--- src/utf8_visible_char_segmenter_top_assert.svh ---
// Assertion macros for the visible character segmenter.
// Depends on nothing; define ASSERT_OFF to compile the checks out.
`ifndef UTF8_VISIBLE_CHAR_SEGMENTER_TOP_ASSERT_SVH
`define UTF8_VISIBLE_CHAR_SEGMENTER_TOP_ASSERT_SVH
`ifndef ASSERT_OFF
`define UVS_ASSERT_IMPL(label, clk, rst_n, ante, cons, msg) \
	label: assert property (@(posedge clk) disable iff (!rst_n) (ante) |-> (cons)) \
		else $error(msg);
`define UVS_ASSERT_NEXT(label, clk, rst_n, ante, cons, msg) \
	label: assert property (@(posedge clk) disable iff (!rst_n) (ante) |=> (cons)) \
		else $error(msg);
`else
`define UVS_ASSERT_IMPL(label, clk, rst_n, ante, cons, msg)
`define UVS_ASSERT_NEXT(label, clk, rst_n, ante, cons, msg)
`endif
`endif

--- src/uvs_pkg.sv ---
// Shared types and byte constants of the visible character segmenter.
// Depends on nothing.
package uvs_pkg;

	localparam int INDEX_WIDTH = 16;
	localparam int CODE_WIDTH  = 21;
	localparam int RESQ_DEPTH  = 4;

	// register indexes
	localparam logic REG_WINDOW_START  = 1'b0;
	localparam logic REG_WINDOW_LENGTH = 1'b1;

	localparam logic [7:0] NUL_BYTE   = 8'h00;
	localparam logic [7:0] MASK_TOP3  = 8'hE0;
	localparam logic [7:0] MASK_TOP4  = 8'hF0;
	localparam logic [7:0] MASK_TOP5  = 8'hF8;
	localparam logic [7:0] LEAD_2     = 8'hC0;
	localparam logic [7:0] LEAD_3     = 8'hE0;
	localparam logic [7:0] LEAD_4     = 8'hF0;
	localparam logic [7:0] PAY_2      = 8'h1F;
	localparam logic [7:0] PAY_3      = 8'h0F;
	localparam logic [7:0] PAY_4      = 8'h07;
	localparam logic [7:0] ESC_BYTE   = 8'h1B;
	localparam logic [7:0] CSI_OPEN   = 8'h5B;
	localparam logic [7:0] SEMI_BYTE  = 8'h3B;
	localparam logic [7:0] DIGIT_0    = 8'h30;
	localparam logic [7:0] DIGIT_9    = 8'h39;
	localparam logic [7:0] BYTES_MAX  = 8'hFF;

	typedef struct packed {
		logic [CODE_WIDTH-1:0]  code_point;
		logic [7:0]             unit_bytes;
		logic [INDEX_WIDTH-1:0] unit_index;
		logic                   in_window;
		logic                   is_end;
		logic                   truncated;
		logic                   last;
	} result_t;

	// results produced by one byte, in order; count is 0, 1 or 2
	typedef struct packed {
		logic [1:0] count;
		result_t    r0;
		result_t    r1;
	} push_t;

	typedef struct packed {
		logic                   en;
		logic                   index;
		logic [INDEX_WIDTH-1:0] data;
	} cfg_wr_t;

endpackage

--- src/uvs_ifs.sv ---
// Channel interfaces: text bytes in, visible unit results out.
// Depends on nothing.
interface uvs_byte_if;
	logic       valid;
	logic       ready;
	logic [7:0] text_byte;
	modport source(output valid, output text_byte, input ready);
	modport sink(input valid, input text_byte, output ready);
endinterface

interface uvs_unit_if;
	logic        valid;
	logic        ready;
	logic [20:0] code_point;
	logic [7:0]  unit_bytes;
	logic [15:0] unit_index;
	logic        in_window;
	logic        is_end;
	logic        truncated;
	logic        last;
	modport source(output valid, output code_point, output unit_bytes, output unit_index,
		output in_window, output is_end, output truncated, output last, input ready);
	modport sink(input valid, input code_point, input unit_bytes, input unit_index,
		input in_window, input is_end, input truncated, input last, output ready);
endinterface

--- src/utf8_visible_char_segmenter_top.sv ---
// Top level of the UTF-8 visible character segmenter with CSI grouping.
// Depends on uvs_pkg, uvs_ifs, uvs_core, uvs_resq and the assertion macro header.
//
//   channel    | dir | payload                                        | handshake
//   -----------+-----+------------------------------------------------+-------------
//   text_in    | in  | text_byte[7:0]                                 | valid/ready
//   unit_out   | out | code_point, unit_bytes, unit_index, in_window, | valid/ready
//              |     | is_end, truncated, last                        |
//   wr_*       | in  | wr_index (0 start, 1 length), wr_data[15:0]    | wr_en only
//
// Each byte is held in the input register, where the decode logic turns it into zero,
// one or two results that drop into a four-entry result queue. A byte is taken every cycle
// while the queue holds at most two results, so one result per byte runs at one byte a cycle;
// two-result bytes are bounded by the single output port. The input register and the queue lie
// between a byte and its first result. Reset clears decode state, counters and queue pointers;
// the window resets to start 0, length 65535. A stalled output backs up into the input register.
`include "utf8_visible_char_segmenter_top_assert.svh"
module utf8_visible_char_segmenter_top import uvs_pkg::*; #(
	parameter int COUNT_WIDTH = 16
) (
	input  logic        clk,
	input  logic        arst_n,
	input  logic        wr_en,
	input  logic        wr_index,
	input  logic [15:0] wr_data,
	uvs_byte_if.sink    text_in,
	uvs_unit_if.source  unit_out
);

	cfg_wr_t cfg;
	push_t   push;
	logic    room;

	// bundle the register write request for the core
	assign cfg.en    = wr_en;
	assign cfg.index = wr_index;
	assign cfg.data  = wr_data;

	// decode: holds one byte request, the UTF-8/CSI state and the visible count
	uvs_core #(
		.COUNT_WIDTH(COUNT_WIDTH)
	) u_core (
		.clk     (clk),
		.arst_n  (arst_n),
		.cfg     (cfg),
		.text_in (text_in),
		.room    (room),
		.push    (push)
	);

	// queue: decouples the two-result bytes from the output handshake
	uvs_resq u_resq (
		.clk      (clk),
		.arst_n   (arst_n),
		.push     (push),
		.room     (room),
		.unit_out (unit_out)
	);

	// results only enter the queue when it has room for a full byte's worth
	`UVS_ASSERT_IMPL(a_push_room, clk, arst_n, push.count != 2'd0, room, "push without room")
	// a two-result byte marks only its second result as last
	`UVS_ASSERT_IMPL(a_pair_last, clk, arst_n, push.count == 2'd2, !push.r0.last && push.r1.last, "bad last on pair")
	// a single result is always last of its byte
	`UVS_ASSERT_IMPL(a_single_last, clk, arst_n, push.count == 2'd1, push.r0.last, "single not last")
	// truncation is reported only on the end result
	`UVS_ASSERT_IMPL(a_trunc_end, clk, arst_n, unit_out.valid && unit_out.truncated, unit_out.is_end, "truncated off end")

endmodule

--- src/uvs_core.sv ---
// Byte input register, decode state and per-byte result logic.
// Depends on uvs_pkg and uvs_byte_if.
module uvs_core import uvs_pkg::*; #(
	parameter int COUNT_WIDTH = 16
) (
	input  logic          clk,
	input  logic          arst_n,
	input  cfg_wr_t       cfg,
	uvs_byte_if.sink      text_in,
	input  logic          room,
	output push_t         push
);

	localparam int WW = ((COUNT_WIDTH > INDEX_WIDTH) ? COUNT_WIDTH : INDEX_WIDTH) + 1;
	localparam logic [COUNT_WIDTH-1:0] COUNT_MAX = {COUNT_WIDTH{1'b1}};

	typedef enum logic [1:0] {PH_IDLE, PH_CONT, PH_ESC, PH_CSI} phase_t;

	logic                   valid_s1;
	logic [7:0]             byte_s1;
	phase_t                 phase_q, phase_n;
	logic [1:0]             left_q, left_n;
	logic [CODE_WIDTH-1:0]  acc_q, acc_n;
	logic [7:0]             ubc_q, ubc_n;
	logic [COUNT_WIDTH-1:0] vcnt_q, vcnt_n;
	logic [INDEX_WIDTH-1:0] win_start_q, win_len_q;

	logic                   advance;
	logic [COUNT_WIDTH-1:0] v1, v2;
	logic [7:0]             ubc_inc;
	logic [1:0]             lead_extra;
	logic [CODE_WIDTH-1:0]  lead_pl;
	logic [CODE_WIDTH-1:0]  acc_shift;
	logic [1:0]             left_dec;

	function automatic logic [INDEX_WIDTH-1:0] sat_idx(input logic [COUNT_WIDTH-1:0] v);
		logic [WW-1:0] vw;
		vw = WW'(v);
		sat_idx = (vw > WW'({INDEX_WIDTH{1'b1}})) ? {INDEX_WIDTH{1'b1}} : vw[INDEX_WIDTH-1:0];
	endfunction

	function automatic logic in_win(input logic [COUNT_WIDTH-1:0] v,
			input logic [INDEX_WIDTH-1:0] ws, input logic [INDEX_WIDTH-1:0] wl);
		logic [WW-1:0] vw;
		logic [WW-1:0] sw;
		vw = WW'(v);
		sw = WW'(ws);
		in_win = (vw >= sw) && ((vw - sw) < WW'(wl));
	endfunction

	function automatic result_t mk_unit(input logic [CODE_WIDTH-1:0] cp,
			input logic [7:0] nb, input logic [COUNT_WIDTH-1:0] v,
			input logic [INDEX_WIDTH-1:0] ws, input logic [INDEX_WIDTH-1:0] wl);
		result_t r;
		r.code_point = cp;
		r.unit_bytes = nb;
		r.unit_index = sat_idx(v);
		r.in_window  = in_win(v, ws, wl);
		r.is_end     = 1'b0;
		r.truncated  = 1'b0;
		r.last       = 1'b0;
		mk_unit = r;
	endfunction

	function automatic result_t mk_end(input logic [COUNT_WIDTH-1:0] v, input logic trunc);
		result_t r;
		r.code_point = '0;
		r.unit_bytes = '0;
		r.unit_index = sat_idx(v);
		r.in_window  = 1'b0;
		r.is_end     = 1'b1;
		r.truncated  = trunc;
		r.last       = 1'b1;
		mk_end = r;
	endfunction

	assign advance       = valid_s1 && room;
	assign text_in.ready = !valid_s1 || room;

	assign v1        = (vcnt_q == COUNT_MAX) ? vcnt_q : vcnt_q + COUNT_WIDTH'(1);
	assign v2        = (v1 == COUNT_MAX) ? v1 : v1 + COUNT_WIDTH'(1);
	assign ubc_inc   = (ubc_q == BYTES_MAX) ? ubc_q : ubc_q + 8'd1;
	assign acc_shift = {acc_q[CODE_WIDTH-7:0], byte_s1[5:0]};
	assign left_dec  = left_q - 2'd1;

	always_comb begin
		if ((byte_s1 & MASK_TOP3) == LEAD_2) begin
			lead_extra = 2'd1;
			lead_pl    = CODE_WIDTH'(byte_s1 & PAY_2);
		end else if ((byte_s1 & MASK_TOP4) == LEAD_3) begin
			lead_extra = 2'd2;
			lead_pl    = CODE_WIDTH'(byte_s1 & PAY_3);
		end else if ((byte_s1 & MASK_TOP5) == LEAD_4) begin
			lead_extra = 2'd3;
			lead_pl    = CODE_WIDTH'(byte_s1 & PAY_4);
		end else begin
			lead_extra = 2'd0;
			lead_pl    = CODE_WIDTH'(byte_s1);
		end
	end

	always_comb begin
		phase_n    = phase_q;
		left_n     = left_q;
		acc_n      = acc_q;
		ubc_n      = ubc_q;
		vcnt_n     = vcnt_q;
		push.count = 2'd0;
		push.r0    = '0;
		push.r1    = '0;

		if (byte_s1 == NUL_BYTE) begin
			if (ubc_q != 8'd0) begin
				push.count = 2'd2;
				push.r0    = mk_unit((phase_q == PH_ESC) ? CODE_WIDTH'(ESC_BYTE) : '0,
					ubc_q, vcnt_q, win_start_q, win_len_q);
				push.r1    = mk_end(v1, (phase_q == PH_CONT) ||
					(phase_q == PH_CSI && left_q != 2'd0));
			end else begin
				push.count = 2'd1;
				push.r0    = mk_end(vcnt_q, (phase_q == PH_CONT) ||
					(phase_q == PH_CSI && left_q != 2'd0));
			end
			phase_n = PH_IDLE;
			left_n  = '0;
			acc_n   = '0;
			ubc_n   = '0;
			vcnt_n  = '0;
		end else begin
			case (phase_q)
				PH_IDLE: begin
					if (lead_extra != 2'd0) begin
						acc_n   = lead_pl;
						left_n  = lead_extra;
						phase_n = PH_CONT;
						ubc_n   = ubc_inc;
					end else if (byte_s1 == ESC_BYTE) begin
						phase_n = PH_ESC;
						ubc_n   = ubc_inc;
					end else begin
						push.count   = 2'd1;
						push.r0      = mk_unit(lead_pl, ubc_inc, vcnt_q, win_start_q, win_len_q);
						push.r0.last = 1'b1;
						ubc_n        = '0;
						vcnt_n       = v1;
						left_n       = '0;
					end
				end
				PH_CONT: begin
					acc_n = acc_shift;
					if (left_dec == 2'd0) begin
						push.count   = 2'd1;
						push.r0      = mk_unit(acc_shift, ubc_inc, vcnt_q, win_start_q, win_len_q);
						push.r0.last = 1'b1;
						ubc_n        = '0;
						vcnt_n       = v1;
						left_n       = '0;
						phase_n      = PH_IDLE;
					end else begin
						left_n = left_dec;
						ubc_n  = ubc_inc;
					end
				end
				PH_ESC: begin
					if (byte_s1 == CSI_OPEN) begin
						ubc_n   = ubc_inc;
						phase_n = PH_CSI;
						left_n  = '0;
					end else begin
						// the lone ESC is a unit of its own; the byte starts a new one
						push.r0 = mk_unit(CODE_WIDTH'(ESC_BYTE), ubc_q, vcnt_q,
							win_start_q, win_len_q);
						vcnt_n  = v1;
						ubc_n   = 8'd1;
						if (lead_extra != 2'd0) begin
							push.count   = 2'd1;
							push.r0.last = 1'b1;
							acc_n        = lead_pl;
							left_n       = lead_extra;
							phase_n      = PH_CONT;
						end else if (byte_s1 == ESC_BYTE) begin
							push.count   = 2'd1;
							push.r0.last = 1'b1;
							left_n       = '0;
							phase_n      = PH_ESC;
						end else begin
							push.count   = 2'd2;
							push.r1      = mk_unit(lead_pl, 8'd1, v1, win_start_q, win_len_q);
							push.r1.last = 1'b1;
							ubc_n        = '0;
							vcnt_n       = v2;
							left_n       = '0;
							phase_n      = PH_IDLE;
						end
					end
				end
				PH_CSI: begin
					ubc_n = ubc_inc;
					if (left_q != 2'd0) begin
						left_n = left_dec;
						if (left_dec == 2'd0) begin
							phase_n = PH_IDLE;
						end
					end else if (byte_s1 inside {SEMI_BYTE, [DIGIT_0:DIGIT_9]}) begin
						phase_n = PH_CSI;
					end else if (lead_extra != 2'd0) begin
						left_n = lead_extra;
					end else begin
						phase_n = PH_IDLE;
					end
				end
				default: begin
					phase_n = PH_IDLE;
				end
			endcase
		end

		if (!advance) begin
			push.count = 2'd0;
		end
	end

	always_ff @(posedge clk or negedge arst_n) begin
		if (!arst_n) begin
			valid_s1    <= 1'b0;
			phase_q     <= PH_IDLE;
			left_q      <= '0;
			acc_q       <= '0;
			ubc_q       <= '0;
			vcnt_q      <= '0;
			win_start_q <= '0;
			win_len_q   <= {INDEX_WIDTH{1'b1}};
		end else begin
			if (text_in.ready) begin
				valid_s1 <= text_in.valid;
			end
			if (advance) begin
				phase_q <= phase_n;
				left_q  <= left_n;
				acc_q   <= acc_n;
				ubc_q   <= ubc_n;
				vcnt_q  <= vcnt_n;
			end
			if (cfg.en) begin
				if (cfg.index == REG_WINDOW_START) begin
					win_start_q <= cfg.data;
				end else begin
					win_len_q <= cfg.data;
				end
			end
		end
	end

	always_ff @(posedge clk) begin
		if (text_in.ready && text_in.valid) begin
			byte_s1 <= text_in.text_byte;
		end
	end

endmodule

--- src/uvs_resq.sv ---
// Result queue: takes up to two results a cycle, delivers one a cycle while the output is ready.
// Depends on uvs_pkg and uvs_unit_if.
module uvs_resq import uvs_pkg::*; (
	input  logic        clk,
	input  logic        arst_n,
	input  push_t       push,
	output logic        room,
	uvs_unit_if.source  unit_out
);

	localparam int PTR_W = $clog2(RESQ_DEPTH);
	localparam int CNT_W = $clog2(RESQ_DEPTH + 1);

	result_t            mem [RESQ_DEPTH];
	logic [PTR_W-1:0]   head_q, tail_q;
	logic [CNT_W-1:0]   count_q;
	logic               pop;
	result_t            head_r;

	assign pop    = unit_out.valid && unit_out.ready;
	assign room   = count_q <= CNT_W'(RESQ_DEPTH - 2);
	assign head_r = mem[head_q];

	assign unit_out.valid      = count_q != '0;
	assign unit_out.code_point = head_r.code_point;
	assign unit_out.unit_bytes = head_r.unit_bytes;
	assign unit_out.unit_index = head_r.unit_index;
	assign unit_out.in_window  = head_r.in_window;
	assign unit_out.is_end     = head_r.is_end;
	assign unit_out.truncated  = head_r.truncated;
	assign unit_out.last       = head_r.last;

	always_ff @(posedge clk or negedge arst_n) begin
		if (!arst_n) begin
			head_q  <= '0;
			tail_q  <= '0;
			count_q <= '0;
		end else begin
			tail_q  <= tail_q + PTR_W'(push.count);
			head_q  <= head_q + PTR_W'(pop);
			count_q <= count_q + CNT_W'(push.count) - CNT_W'(pop);
		end
	end

	always_ff @(posedge clk) begin
		if (push.count != 2'd0) begin
			mem[tail_q] <= push.r0;
		end
		if (push.count == 2'd2) begin
			mem[tail_q + PTR_W'(1)] <= push.r1;
		end
	end

endmodule

--- src/flat_wrapper.sv ---
// flat-port wrapper written by rule: the top's interface ports become plain ports
module utf8_visible_char_segmenter_top_flat import uvs_pkg::*;
#(
	parameter int COUNT_WIDTH = 16
)
  (clk, arst_n, wr_en, wr_index, wr_data, text_in_valid, text_in_text_byte, text_in_ready, unit_out_valid, unit_out_code_point, unit_out_unit_bytes, unit_out_unit_index, unit_out_in_window, unit_out_is_end, unit_out_truncated, unit_out_last, unit_out_ready);
  uvs_byte_if text_in_i ();
  uvs_unit_if unit_out_i ();
  input  logic clk;
  input  logic arst_n;
  input  logic wr_en;
  input  logic wr_index;
  input  logic [15:0] wr_data;
  input wire logic [$bits(text_in_i.valid)-1:0] text_in_valid;
  input wire logic [$bits(text_in_i.text_byte)-1:0] text_in_text_byte;
  output wire logic [$bits(text_in_i.ready)-1:0] text_in_ready;
  output wire logic [$bits(unit_out_i.valid)-1:0] unit_out_valid;
  output wire logic [$bits(unit_out_i.code_point)-1:0] unit_out_code_point;
  output wire logic [$bits(unit_out_i.unit_bytes)-1:0] unit_out_unit_bytes;
  output wire logic [$bits(unit_out_i.unit_index)-1:0] unit_out_unit_index;
  output wire logic [$bits(unit_out_i.in_window)-1:0] unit_out_in_window;
  output wire logic [$bits(unit_out_i.is_end)-1:0] unit_out_is_end;
  output wire logic [$bits(unit_out_i.truncated)-1:0] unit_out_truncated;
  output wire logic [$bits(unit_out_i.last)-1:0] unit_out_last;
  input wire logic [$bits(unit_out_i.ready)-1:0] unit_out_ready;
  assign text_in_i.valid = text_in_valid;
  assign text_in_i.text_byte = text_in_text_byte;
  assign text_in_ready = text_in_i.ready;
  assign unit_out_valid = unit_out_i.valid;
  assign unit_out_code_point = unit_out_i.code_point;
  assign unit_out_unit_bytes = unit_out_i.unit_bytes;
  assign unit_out_unit_index = unit_out_i.unit_index;
  assign unit_out_in_window = unit_out_i.in_window;
  assign unit_out_is_end = unit_out_i.is_end;
  assign unit_out_truncated = unit_out_i.truncated;
  assign unit_out_last = unit_out_i.last;
  assign unit_out_i.ready = unit_out_ready;
  utf8_visible_char_segmenter_top #(.COUNT_WIDTH(COUNT_WIDTH)) u_core (.clk(clk), .arst_n(arst_n), .wr_en(wr_en), .wr_index(wr_index), .wr_data(wr_data), .text_in(text_in_i), .unit_out(unit_out_i));
endmodule
--- config.mk ---
export PLATFORM = sky130hd
export DESIGN_NAME = utf8_visible_char_segmenter_top_flat
export DESIGN_NICKNAME = d
export VERILOG_FILES = /design/src/uvs_pkg.sv /design/src/uvs_ifs.sv /design/src/utf8_visible_char_segmenter_top.sv /design/src/uvs_core.sv /design/src/uvs_resq.sv /design/src/flat_wrapper.sv
export VERILOG_INCLUDE_DIRS = /design/src /design/src/src
export SDC_FILE = /design/constraint.sdc
export NUM_CORES = 1
export LEC_CHECK = 0
export BUFFER_PORTS_ARGS = -buffer_cell sky130_fd_sc_hd__buf_2
export CAP_MARGIN = 20
export CORE_MARGIN = 8
export CORE_UTILIZATION = 62
export DETAILED_ROUTE_END_ITERATION = 6
export GPL_TIMING_DRIVEN = 1
export PLACE_DENSITY = 0.8
export SETUP_SLACK_MARGIN = 0.05
export SYNTH_ARGS = -nofsm -noshare
export SYNTH_HDL_FRONTEND = slang
export SYNTH_SLANG_ARGS = --single-unit
--- constraint.sdc ---
create_clock -name clk -period 6.55 [get_ports clk]
set_input_delay 0.3275 -clock clk [delete_from_list [all_inputs] [get_ports clk]]
set_output_delay 0.3275 -clock clk [all_outputs]
set_load 0.05 [all_outputs]
---- Word level (Yosys, flattened, before mapping) ----
Memories as Yosys holds them, arrays and structs flattened.
Index checks and enable logic that the tools add are counted.
word-level totals
  input port bits ......................... 30
  bits in registers ....................... 97
  output and inout port bits .............. 51
  memories ................................ 1
  word-level logic and storage cells ...... 151
  bits in writable memories ............... 196
  memory bits (read-only) ................. 0
  latch bits .............................. 0
memories
  name               depth  width  rd ports  clocked after Yosys merged registers in  write ports  RTL line        source
  u_core.u_resq.mem  4      49     1         0                                        2            uvs_resq.sv:14  result_t mem [RESQ_DEPTH];
operators by class
  $lt $le $gt $ge ......................... 7
  shift-type cells ........................ 0
  equality and inequality tests ........... 22
  $mul .................................... 0
  multiplexer cells ....................... 71
  add/subtract/negate cells ............... 11
  bitwise operators ....................... 1
  div/mod/pow operators ................... 0
  reduce and logical (&&, ||, !) cells .... 26
operator list
  cell                                                             number
  100-bit 2-to-1 mux                                               2
  51-bit case mux with 3 select lines                              1
  50-bit 2-to-1 mux                                                3
  49-bit 2-to-1 mux                                                3
  16-bit 2-to-1 mux                                                9
  21-bit 2-to-1 mux                                                5
  21-bit case mux with 3 select lines                              1
  8-bit 2-to-1 mux                                                 7
  51-bit 2-to-1 mux                                                1
  2-bit 2-to-1 mux                                                 25
  16-bit case mux with 3 select lines                              1
  17-bit by 16-bit less-than comparator with 1-bit output          2
  16-bit by 16-bit subtractor with 17-bit output                   2
  16-bit by 1-bit adder with 16-bit output, second input constant  2
  16-bit == test, second input constant                            2
  16-bit greater-or-equal comparator                               2
  8-bit case mux with 4 select lines                               1
  20-bit 2-to-1 mux                                                1
  2-bit case mux with 4 select lines                               2
  4-bit != test, second input constant                             3
  3-bit != test, second input constant                             3
  8-bit by 1-bit adder with 8-bit output, second input constant    1
  8-bit by 5-bit == test with 1-bit output, second input constant  1
  8-bit by 6-bit == test with 1-bit output, second input constant  1
  other kinds (35)                                                 57

---- Depth between registers and ports, before layout ----
  word-level depth ........................ 14
  depth in mapped cells ................... 23

---- Cells and area by module ----
Synthesis repeated with hierarchy kept, for this count alone.
second synthesis, totals
  cell total of the unflattened synthesis .. 1473
  area total of the unflattened synthesis .. 17683.2 um^2
modules (own cells, without submodules)
  module    cells each  area each (um^2)  instances
  uvs_resq  514         9912.0            1
  uvs_core  959         7771.2            1

---- Worst setup path after synthesis ----
No wires, ideal clock.
  kind .................................... register to register
  start point ............................. reg u_core.u_core.vcnt_q[1]
  end point ............................... mem u_core.u_resq.mem[3][3] in the netlist's numbering (data pin)
  arrival time ............................ 4550 ps
  setup slack ............................. 1726 ps
  path buffers ............................ 1
  library setup time ...................... 274 ps
  cell stages (with the launch flop) ...... 23
  required time ........................... 6276 ps
  cells stage by stage .................... dfrtp_1 ha_1 nand4_1 nor4_1 buf_2 xnor2_1 ha_1 inv_1 fa_1 a211oi_1 nor2_1 o41ai_1 o21ai_0 o211ai_1 nand2b_1 a21oi_1 xnor2_1 ha_1 nand3_1 nor3_1 a211oi_1 o211ai_1 o22ai_1
RTL lines
  element                   RTL line         source
  start: declaration        uvs_core.sv:25   logic [COUNT_WIDTH-1:0] vcnt_q, vcnt_n;
  start signal: assignment  uvs_core.sv:242  vcnt_q <= vcnt_n;
  end: declaration          uvs_resq.sv:14

==> metrics.txt <==
Synth cell types 87; Slew @ Worst Pin 1.16 ns; WS Path Type flip-flop to flip-flop; count of final max-slew check failures 0; initial antenna violation count 0; Top FF cell, synth edfxtp_1; core area 0.0259 mm2; TritonCTS Sinks 287; Power Density 440 mW/mm2; vias 13565; CP Capture Type flip-flop; Synth warnings 0; critical path required time 6.97 ns; WHS 0.153 ns; largest net degree at the start of global routing 53; Worst-path clk slew 0.07 ns; CP startpoint u_core.u_core.vcnt_q[1]$_DFFE_PN0P_; count leader, synth nand2_1; share of the synthesized area in the top cell type 22.9%; flops & latches, synth 287; final worst-path cycle share 83.5%; max-cap violations 0; first-pass GRT wire length 70600 um; FP Rows 59; most area-consuming cells after synthesis edfxtp_1, dfrtp_1, dfxtp_1; starting density of the core 62.7%; hold buffers post-CTS 25; routability congestion estimate 0.952; CTS Buf Count 29; crit path launch type flip-flop; sequential fraction of the synthesis area 45.7%; Worst Hold Launch unit_out_ready; hold path depth 3; number of flops mapped to enable cells by yosys 124; clk buf depth 3; CTS tree done; Worst slew margin 22.9%; Final Power 7.95 mW; H-Tree Depth 1; post-synthesis cell area 0.0163 mm2; Clk Latency, worst-skew pair 0.58 ns; layout cell share with drive strength beyond 1 16.2%; drt pass-1 iters 5; area growth from synthesis to layout 11.3%; r2r worst-path depth 22; Vias/cell 6.67; Final Hold Fails 0; gr ovfl total 0; crit-path max FO 13; Synth top cells by count nand2_1, edfxtp_1, a21oi_1; crit path DAT 5.89 ns; detailed placement HPWL 30700 um; Max Freq 0.183 GHz; r2r setup slk 1.08 ns; Total Nets Final 1782; # Post-CTS Setup Buffers 0; Die ar. 0.0316 mm2; Die Y 178 um; drt drc 0; post-route core utilization 69.8%; RR Endpoint u_core.u_resq.mem[0][3]$_DFFE_PP_; final clock skew 0.0178 ns; Leakage 6.89 nW; Antenna Nets Post-Route 0; initial DRC count 1703; Async S/R FF share, synth 28.9%; r2r startpoint u_core.u_core.vcnt_q[1]$_DFFE_PN0P_; GR Util All Layers 28.1%; CTS resizes 0; status finished clean; clk root buf clkbuf_16; mean routed wirelength per cell 22.1 um; Top-Level Pins 81; # setup viols final 0; HP Class primary input to flip-flop; setup TNS 0 ns; Syn Area/Cell 10.0 um2; number of global-route vias before repair 12873; time the worst path needs with I/O delays and setup 5.47 ns; top cell type by total area after synthesis edfxtp_1; Max IR drop VDD 0.459 mV; Port Buffer Count 80; Worst Hold End u_core.u_resq.head_q[0]$_DFF_PN0_; RSZ-0062 raised after global routing false; Synth Instances 1619; Post-Synthesis Net Count 1725; Routed WL 45000 um; DIE WIDTH 178 um; diode count 0
## critical path: stages (launching register included)
cell and delay [ns]:
dfrtp_1 0.57, ha_1 0.32, nand4_1 0.26, nor4_2 0.27, buf_4 0.24, xnor2_1 0.18
ha_1 0.21, inv_1 0.06, fa_1 0.43, a211oi_1 0.27, nor2_1 0.11, o41ai_1 0.22
o21ai_0 0.23, o211ai_1 0.27, nand2b_1 0.08, a21oi_1 0.17, xnor2_1 0.15, ha_1 0.26
nand3_1 0.08, nor3_1 0.05, a211oi_1 0.24, o211ai_1 0.34, o22ai_1 0.26
## worst max-delay path by stage
stage                                              endpoint  slack, ns  depth (start not counted)
final                     u_core.u_resq.mem[0][3]$_DFFE_PP_       1.08                         22
after global routing      u_core.u_resq.mem[0][3]$_DFFE_PP_       0.66                         22
after CTS                 u_core.u_resq.mem[2][3]$_DFFE_PP_       1.13                         22
after detailed placement  u_core.u_resq.mem[2][3]$_DFFE_PP_       1.16                         22
after global placement    u_core.u_resq.mem[2][3]$_DFFE_PP_       1.32                         22
after floorplan           u_core.u_resq.mem[3][3]$_DFFE_PP_       1.73                         22
## cell usage in the layout (no fill, tap or decap), types with 6 or more instances in the layout
cell type / count
nand2_1: 211
edfxtp_1: 124
a21oi_1: 122
o22ai_1: 100
nand3_1: 81
nor2_1: 80
dfxtp_1: 80
o21ai_0: 79
buf_2: 79
ha_1: 73
dfrtp_1: 65
inv_1: 53
mux4_2: 49
clkbuf_16: 30
a211oi_1: 28
xnor2_1: 27
buf_4: 27
mux2_2: 26
dlygate4sd3_1: 26
nand4_1: 25
o31ai_1: 20
and2_1: 18
a21o_1: 17
nor2b_1: 16
dfstp_2: 16
nor3_1: 15
xor2_1: 14
nand2b_1: 14
and3_1: 13
o21a_1: 11
nor4_1: 10
or3_1: 8
a41oi_1: 7
clkinv_2: 6
and4_1: 6
o211ai_1: 6
## power by group
part	total (mW)	internal (mW)	switching, mW	leakage (nW)
combinational	3.61	1.22	2.39	3.59
sequential	2.63	2.29	0.335	2.81
clock	1.71	0.975	0.736	0.488
total	7.95	4.49	3.46	6.89
## metal layers
layer | vias up | share of wire (%) | GRT usage [%]
li1 | 6172 | - | -
met1 | 6589 | 43 | 40.4
met2 | 733 | 45 | 43.0
met3 | 71 | 9.6 | 5.02
met4 | 0 | 2.0 | 7.88
met5 | - | 0 | 0
## per-stage QoR
stage	instances	instance area, um2	worst slack (ns)
2_1_floorplan	1619	16300	1.73
3_3_place_gp	1952	16800	1.32
3_5_place_dp	1953	16800	1.16
4_1_cts	2031	18000	1.13
5_1_grt	2033	18100	0.660
6_report	2033	18100	1.08
## sequential cells by signal, indices dropped and copies added (netlist names)
signal	cells
u_core.u_core.win_len_q	16
u_core.u_core.vcnt_q	16
u_core.u_core.left_q	2
u_core.u_resq.head_q	2
u_core.u_core.win_start_q	16
u_core.u_resq.count_q	3
u_core.u_core.valid_s1	1
u_core.u_core.phase_q	2
u_core.u_core.ubc_q	8
u_core.u_resq.mem	196
u_core.u_resq.tail_q	2
u_core.u_core.byte_s1	8
u_core.u_core.acc_q	15
## final cells by class
| class | instances | area (um2) |
|---|---|---|
| Multi-Input combinational cell | 1169 | 8160 |
| Fill cell | 1949 | 7830 |
| Sequential cell | 287 | 7420 |
| Timing Repair Buffer | 134 | 901 |
| Clock buffer | 40 | 830 |
| Tap cell | 335 | 419 |
| Inverter | 55 | 208 |
| Clock inverter | 13 | 149 |
## kinds of logic after synthesis
family                   share of synthesized area [%]
AND/OR/NAND/NOR                                   15.7
AO/OA/AOI/OAI                                     17.3
flip-flops                                        45.7
buffers and inverters                             4.24
multiplexers                                      8.84
adder cells (fa/ha/maj)                           5.99
XOR/XNOR                                          2.21
(Power assumes the default switching activity.)
